[src/hdl/ffha_pkg.sv]
package ffha_pkg;

    // Heap geometry
    localparam int HEAP_BYTES   = 4096;
    localparam int ALIGN_BYTES  = 4;
    localparam int HEADER_BYTES = 8;

    // Headers always sit on an alignment granule, so the stores are indexed by granule
    localparam int GRAN_SHIFT = $clog2(ALIGN_BYTES);
    localparam int DEPTH      = HEAP_BYTES / ALIGN_BYTES;
    localparam int IDX_W      = $clog2(DEPTH);
    localparam int PTR_W      = IDX_W + 1;
    localparam int LEN_W      = $clog2(HEAP_BYTES) + 1;
    localparam int BA_W       = $clog2(HEAP_BYTES) + 2;
    localparam int SZ_W       = 14;

    // Port field widths
    localparam int REQ_SIZE_W = 13;
    localparam int OFF_W      = 12;
    localparam int ST_W       = 2;

    // Null link: one past the last granule
    localparam logic [PTR_W-1:0] NIL_PTR = PTR_W'(DEPTH);

    // Request types
    localparam logic REQ_ALLOC = 1'b0;
    localparam logic REQ_FREE  = 1'b1;

    // Result status codes
    localparam logic [ST_W-1:0] ST_OK      = 2'd0;
    localparam logic [ST_W-1:0] ST_NOMEM   = 2'd1;
    localparam logic [ST_W-1:0] ST_BADFREE = 2'd2;

    // Datapath operations
    localparam int OP_W = 5;
    localparam logic [OP_W-1:0] OP_IDLE   = 5'd0;
    localparam logic [OP_W-1:0] OP_CLEAR  = 5'd1;
    localparam logic [OP_W-1:0] OP_LOAD   = 5'd2;
    localparam logic [OP_W-1:0] OP_A_RD   = 5'd3;
    localparam logic [OP_W-1:0] OP_A_EV   = 5'd4;
    localparam logic [OP_W-1:0] OP_A_PICK = 5'd5;
    localparam logic [OP_W-1:0] OP_A_W1   = 5'd6;
    localparam logic [OP_W-1:0] OP_A_W2   = 5'd7;
    localparam logic [OP_W-1:0] OP_F_RD   = 5'd8;
    localparam logic [OP_W-1:0] OP_F_CHK  = 5'd9;
    localparam logic [OP_W-1:0] OP_F_IRD  = 5'd10;
    localparam logic [OP_W-1:0] OP_F_IEV  = 5'd11;
    localparam logic [OP_W-1:0] OP_C1     = 5'd12;
    localparam logic [OP_W-1:0] OP_C2     = 5'd13;
    localparam logic [OP_W-1:0] OP_C3     = 5'd14;
    localparam logic [OP_W-1:0] OP_F_W1   = 5'd15;
    localparam logic [OP_W-1:0] OP_F_W2   = 5'd16;
    localparam logic [OP_W-1:0] OP_DONE   = 5'd17;

    typedef struct packed {
        logic [OP_W-1:0] op;
        logic [ST_W-1:0] res;
    } cmd_t;

    typedef struct packed {
        logic clr_last;
        logic head_null;
        logic off_ok;
        logic walk_done;
        logic found;
        logic mark_set;
        logic ins_head;
        logic ins_done;
    } stat_t;

endpackage

[src/hdl/ffha_ctrl.sv]
module ffha_ctrl (
    input  logic            clk,
    input  logic            rst_n,
    input  logic            start,
    input  logic            req_type,
    input  ffha_pkg::stat_t stat,
    output ffha_pkg::cmd_t  cmd,
    output logic            busy
);

    localparam logic [4:0] S_CLEAR  = 5'd0;
    localparam logic [4:0] S_IDLE   = 5'd1;
    localparam logic [4:0] S_A_RD   = 5'd2;
    localparam logic [4:0] S_A_EV   = 5'd3;
    localparam logic [4:0] S_A_PICK = 5'd4;
    localparam logic [4:0] S_A_W1   = 5'd5;
    localparam logic [4:0] S_A_W2   = 5'd6;
    localparam logic [4:0] S_F_RD   = 5'd7;
    localparam logic [4:0] S_F_CHK  = 5'd8;
    localparam logic [4:0] S_F_IRD  = 5'd9;
    localparam logic [4:0] S_F_IEV  = 5'd10;
    localparam logic [4:0] S_C1     = 5'd11;
    localparam logic [4:0] S_C2     = 5'd12;
    localparam logic [4:0] S_C3     = 5'd13;
    localparam logic [4:0] S_F_W1   = 5'd14;
    localparam logic [4:0] S_F_W2   = 5'd15;
    localparam logic [4:0] S_DONE   = 5'd16;

    logic [4:0]                state_reg, state_next;
    logic [ffha_pkg::ST_W-1:0] res_reg, res_next;

    always_comb
    begin
        state_next = state_reg;
        res_next   = res_reg;
        cmd.op     = ffha_pkg::OP_IDLE;
        cmd.res    = res_reg;
        case (state_reg)
            S_CLEAR:
            begin
                cmd.op = ffha_pkg::OP_CLEAR;
                if (stat.clr_last)
                begin
                    state_next = S_IDLE;
                end
            end
            S_IDLE:
            begin
                if (start)
                begin
                    cmd.op = ffha_pkg::OP_LOAD;
                    if (req_type == ffha_pkg::REQ_FREE)
                    begin
                        state_next = S_F_RD;
                    end
                    else if (stat.head_null)
                    begin
                        res_next   = ffha_pkg::ST_NOMEM;
                        state_next = S_DONE;
                    end
                    else
                    begin
                        state_next = S_A_RD;
                    end
                end
            end
            S_A_RD:
            begin
                cmd.op     = ffha_pkg::OP_A_RD;
                state_next = S_A_EV;
            end
            S_A_EV:
            begin
                cmd.op = ffha_pkg::OP_A_EV;
                if (stat.walk_done)
                begin
                    if (stat.found)
                    begin
                        state_next = S_A_PICK;
                    end
                    else
                    begin
                        res_next   = ffha_pkg::ST_NOMEM;
                        state_next = S_DONE;
                    end
                end
                else
                begin
                    state_next = S_A_RD;
                end
            end
            S_A_PICK:
            begin
                cmd.op     = ffha_pkg::OP_A_PICK;
                state_next = S_A_W1;
            end
            S_A_W1:
            begin
                cmd.op     = ffha_pkg::OP_A_W1;
                state_next = S_A_W2;
            end
            S_A_W2:
            begin
                cmd.op     = ffha_pkg::OP_A_W2;
                res_next   = ffha_pkg::ST_OK;
                state_next = S_DONE;
            end
            S_F_RD:
            begin
                cmd.op = ffha_pkg::OP_F_RD;
                if (stat.off_ok)
                begin
                    state_next = S_F_CHK;
                end
                else
                begin
                    res_next   = ffha_pkg::ST_BADFREE;
                    state_next = S_DONE;
                end
            end
            S_F_CHK:
            begin
                cmd.op = ffha_pkg::OP_F_CHK;
                if (!stat.mark_set)
                begin
                    res_next   = ffha_pkg::ST_BADFREE;
                    state_next = S_DONE;
                end
                else if (stat.ins_head)
                begin
                    state_next = S_C1;
                end
                else
                begin
                    state_next = S_F_IRD;
                end
            end
            S_F_IRD:
            begin
                cmd.op     = ffha_pkg::OP_F_IRD;
                state_next = S_F_IEV;
            end
            S_F_IEV:
            begin
                cmd.op     = ffha_pkg::OP_F_IEV;
                state_next = stat.ins_done ? S_C1 : S_F_IRD;
            end
            S_C1:
            begin
                cmd.op     = ffha_pkg::OP_C1;
                state_next = S_C2;
            end
            S_C2:
            begin
                cmd.op     = ffha_pkg::OP_C2;
                state_next = S_C3;
            end
            S_C3:
            begin
                cmd.op     = ffha_pkg::OP_C3;
                state_next = S_F_W1;
            end
            S_F_W1:
            begin
                cmd.op     = ffha_pkg::OP_F_W1;
                state_next = S_F_W2;
            end
            S_F_W2:
            begin
                cmd.op     = ffha_pkg::OP_F_W2;
                res_next   = ffha_pkg::ST_OK;
                state_next = S_DONE;
            end
            S_DONE:
            begin
                cmd.op     = ffha_pkg::OP_DONE;
                state_next = S_IDLE;
            end
            default:
            begin
                state_next = S_IDLE;
            end
        endcase
    end

    always_ff @(posedge clk or negedge rst_n)
    begin
        if (!rst_n)
        begin
            state_reg <= S_CLEAR;
            res_reg   <= ffha_pkg::ST_OK;
        end
        else
        begin
            state_reg <= state_next;
            res_reg   <= res_next;
        end
    end

    assign busy = (state_reg != S_IDLE);

    a_accept_busy: assert property (@(posedge clk) disable iff (!rst_n)
        (start && !busy) |=> busy)
        else $error("accepted request did not raise busy");

    a_busy_fall: assert property (@(posedge clk) disable iff (!rst_n)
        $fell(busy) |-> ($past(state_reg) == S_DONE || $past(state_reg) == S_CLEAR))
        else $error("busy dropped before a result or the clearing pass ended");

endmodule

[config.mk]
export PLATFORM = sky130hd
export DESIGN_NAME = ffha_ctrl
export DESIGN_NICKNAME = d
export VERILOG_FILES = /design/src/hdl/ffha_pkg.sv /design/src/hdl/ffha_ctrl.sv
export SDC_FILE = /design/constraint.sdc
export NUM_CORES = 1
export LEC_CHECK = 0
export ABC_AREA = 0
export BUFFER_PORTS_ARGS = -buffer_cell sky130_fd_sc_hd__buf_2
export CAP_MARGIN = 0
export CORE_ASPECT_RATIO = 0.9
export CORE_MARGIN = 10
export CORE_UTILIZATION = 30
export DETAILED_ROUTE_END_ITERATION = 10
export GPL_TIMING_DRIVEN = 0
export SKIP_LAST_GASP = 1
export SLEW_MARGIN = 5
export SYNTH_ARGS = -nofsm -noshare
export SYNTH_HDL_FRONTEND = slang
export SYNTH_SLANG_ARGS = --single-unit
[constraint.sdc]
create_clock -name clk -period 4.5 [get_ports clk]
set_input_delay 0.45 -clock clk [delete_from_list [all_inputs] [get_ports clk]]
set_output_delay 0.45 -clock clk [all_outputs]
set_load 0.005 [all_outputs]
Word-level counts from Yosys, hierarchy flattened:

Cells that the tools add are included.
W data, S select, Z words.

* flip-flop bits (word level): 7
* output and inout bits: 8
* input port bits: 12
* logic and storage cells: 53

* reductions and logical operators: 5
* eq/ne operators: 25
* muxes and demuxes: 21

Operators by type and width (count)
* $pmux W5 S17: 1
* $pmux W5 S15: 1
* $eq A5 B4 Y1 const B: 8
* $mux W5: 8
* $eq A5 B3 Y1 const B: 4
* $mux W2: 10
* $ne A2 B2 Y1 const B: 8
* $eq A5 B2 Y1 const B: 2
* $pmux W2 S5: 1
* $reduce_and A8 Y1: 1
* $eq A5 B1 Y1 const B: 1
* $eq A5 B5 Y1 const B: 1
* $logic_not A5 Y1: 1
* $ne A5 B1 Y1 const B: 1
* $reduce_bool A5 Y1: 1
* $reduce_and A2 Y1: 1
* $reduce_or A2 Y1: 1

Longest topological paths before layout:

* depth in word-level cells: 4
* gate-level depth with buffers: 6
* gate-level depth less buffers: 5

Worst setup path before layout:

Ideal clock, no wire load.

* path type: flip-flop to flip-flop
* start: reg state_reg[1]
* end: reg res_reg[1] (netlist bit)
* clock period less this slack: 1.508 ns
* stages on the path, launching flop included: 7
* arrival time: 1.383 ns
* path buffers: 1
* slack: 2.992 ns
* path through: dfrtp_1 buf_6 nor3_2 nand2_1 a21o_1 a21oi_4 mux2_4

* longest elaborated chain between the ends: 4
* elaborated cells between the ends (all ways): 17
* those cells by class: 13 x eq/ne; 1 x mux; 3 x reduce/logical

RTL lines
* start, declared: RTL line ffha_ctrl.sv:29 `logic [4:0] state_reg, state_next;`
* start signal, assigned: RTL line ffha_ctrl.sv:195 `state_reg <= state_next;`
* $eq A5 B4 Y1 or $eq A5 B3 Y1 (tied branches): RTL line ffha_ctrl.sv:38 `case (state_reg)`
* $reduce_or A2 Y1 (no line)
* $reduce_bool A5 Y1 (no line)
* $reduce_and A8 Y1 (no line)
* end signal, assigned: RTL line ffha_ctrl.sv:191 `res_reg <= ffha_pkg::ST_OK;`
* end signal, assigned: RTL line ffha_ctrl.sv:196 `res_reg <= res_next;`
* end, declared: RTL line ffha_ctrl.sv:30 `logic [ffha_pkg::ST_W-1:0] res_reg, res_next;`

Several ways; a longest one is shown, not always the timed one.
A chain may end at the register's enable or synchronous reset.

==> metrics <==
outcome=complete, no violations; Worst slew margin=71.53%; Required @ worst endpoint=4.05 ns; DRT Pass-1 Iters=5; final net count=116; Fin Clk Skew=0.002786 ns; IO Port Bufs=19; vias in the first global route=624; clock root cell=clkbuf_4; CTS buffer count=3; largest net degree at the start of global routing=11; Avg Inst Size Synth=8.180 sq um; Hold Crit Class=in -> async; max reg flops=5; dpl cell area=780.7 sq um; power per cell area=609.9 nW/um^2; Starting Density=32.89%; routed wire length per instance=13.84 microns; Die Area=4452 sq um; fin crit period=1.934 ns; first-pass GRT wire length=2.973 mm; dpl ws=2.837 ns; H-tree depth=1; fillcell total=219; via/cell ratio=5.078; crit path DAT=1.48 ns; post-synthesis cell type count=36; ANT cells=0; Yosys warnings=0; final hold violation count=0; Mapped Area=654.4 sq um; Initial DRC Count=58; setup ws final=2.566 ns; CTS Hold Bufs=0; initial antenna violation count=0; CP Capture Type=output port; CP Max Fanout=10; Routed Antenna Nets=0; Critical Path Source Type=register; # clock sinks=7; cell count after synthesis=80; Post-synth EDFFs=0; clock buffer depth=2; Post-DP HPWL=1.386 mm; worst-margin pin slew=0.4271 ns; GRT overflow=0; Setup TNS Final=0 ns; Post-Layout Inst Area=807.0 sq um; final routed DRC violation total=0; DR vias=650; Synth Flop Type=dfrtp_1; Final period util=42.99%; synthesis-stage register bit count=7; Synth async-reset ratio=100.0%; site row count=15; Crit Path Class=reg -> out; # IOs=20; highest clock rate=0.5170 GHz; drt total wl=1.771 mm; cts repair resizes=0; clk slew on worst S/H paths=0.05 ns; Tot Pwr=492.2 uW; final setup fails=0; Post-CTS Setup Inserts=0; Max Slew Vio Count=0; layout cell share with drive strength beyond 1=35.92%; syn_nets=92; Pleak=0.0003904 uW; chip width=69.23 microns; gr usage total=7.903%; Final GP Congestion=0.8328; Area growth syn-to-layout=23.33%; Clk Latency, worst-skew pair=0.25 ns; CTS tree=done; die height=64.31 microns; Core Area=1989 sq um; register area share after synthesis=26.77%; Max-Cap Viols=0; RSZ-0062 raised after global routing=false; worst vdd ir=0.2166 mV
[area by class of cell]
cell class	count	area, sq um	area share (%)
Timing Repair Buffer	19	95.09	11.78
Sequential cell	7	175.2	21.71
Clock buffer	4	26.28	3.256
Inverter	2	7.507	0.9302
Tap cell	25	31.28	3.876
Buffer	6	50.05	6.202
Multi-Input combinational cell	65	421.7	52.25
[critical path, cell delays in order, from the launching register on]
cell,delay [ns]
dfrtp_1,0.45
buf_4,0.21
nor2_1,0.23
nand2_1,0.08
a21oi_1,0.13
buf_2,0.12
[report_power, final]
| group | total (uW) | internal, uW | switching (uW) |
|---|---|---|---|
| Clock | 55.4 | 33.7 | 21.7 |
| Sequential | 114 | 87.8 | 26.1 |
| Combinational | 323 | 154 | 169 |
| Total | 492 | 276 | 217 |
[synthesized netlist by cell type, types with 2 or more instances]
master | count | area (sq um)
nand2b_1 | 4 | 25.02
nand2_1 | 9 | 33.78
a21o_1 | 2 | 15.01
buf_6 | 3 | 33.78
nor3_1 | 2 | 10.01
dfrtp_1 | 7 | 175.2
a21oi_1 | 9 | 45.04
a32oi_1 | 2 | 17.52
inv_1 | 2 | 7.510
nand3_1 | 2 | 10.01
nor2_1 | 13 | 48.80
[per-layer routing]
metal  wire length, microns  track usage, %  up-vias  part of all wire (%)
li1                       -               -      326                     -
met1                    802           9.278      295                    45
met2                    772           11.99       29                    44
met3                    196           4.938        0                    11
met4                      0           1.508        0                     0
met5                      0               0        -                     0
[final timing paths]
kind                               from      endpoint  slack (ns)  cells after the start
setup / recovery           state_reg[3]        cmd[2]        2.57                      5
hold / removal                    rst_n  state_reg[0]        0.02                      1
setup reg to reg           state_reg[1]    res_reg[1]        2.88                      6
hold reg to reg              res_reg[0]    res_reg[0]        0.49                      2
max in group asynchronous         rst_n    res_reg[1]        4.32                      1
min in group clk             res_reg[0]    res_reg[0]        0.49                      2
[through the flow]
step                utilization [%]  hold WS, ns  instances
floorplan                         -       0.1544         80
global placement              39.25       0.2872        124
detailed placement            39.25       0.2905        124
CTS                           40.57      0.02476        128
global route                  40.57      0.02034        128
finish                        40.57      0.02340        128
[placed cells by master, fill, tap and decap left out, types with 3 or more instances in the layout]
cell	count
buf_2	20
nand2b_1	4
nand2_1	9
dfrtp_1	7
a21oi_1	9
buf_6	3
nor2_1	13
clkbuf_4	3
[cells by family (layout without fill, tap and decap cells)]
family | after synthesis | in the layout | share of synthesized area (%)
and+or+nand+nor | 40 | 40 | 34.23
AOI/OAI and AO/OA | 23 | 23 | 26.58
buffers and inverters | 8 | 31 | 8.795
DFF | 7 | 7 | 26.77
xor gates and xnor gates | 1 | 1 | 1.339
muxes | 1 | 1 | 2.294
No activity file was read; power rests on OpenSTA's default activity.
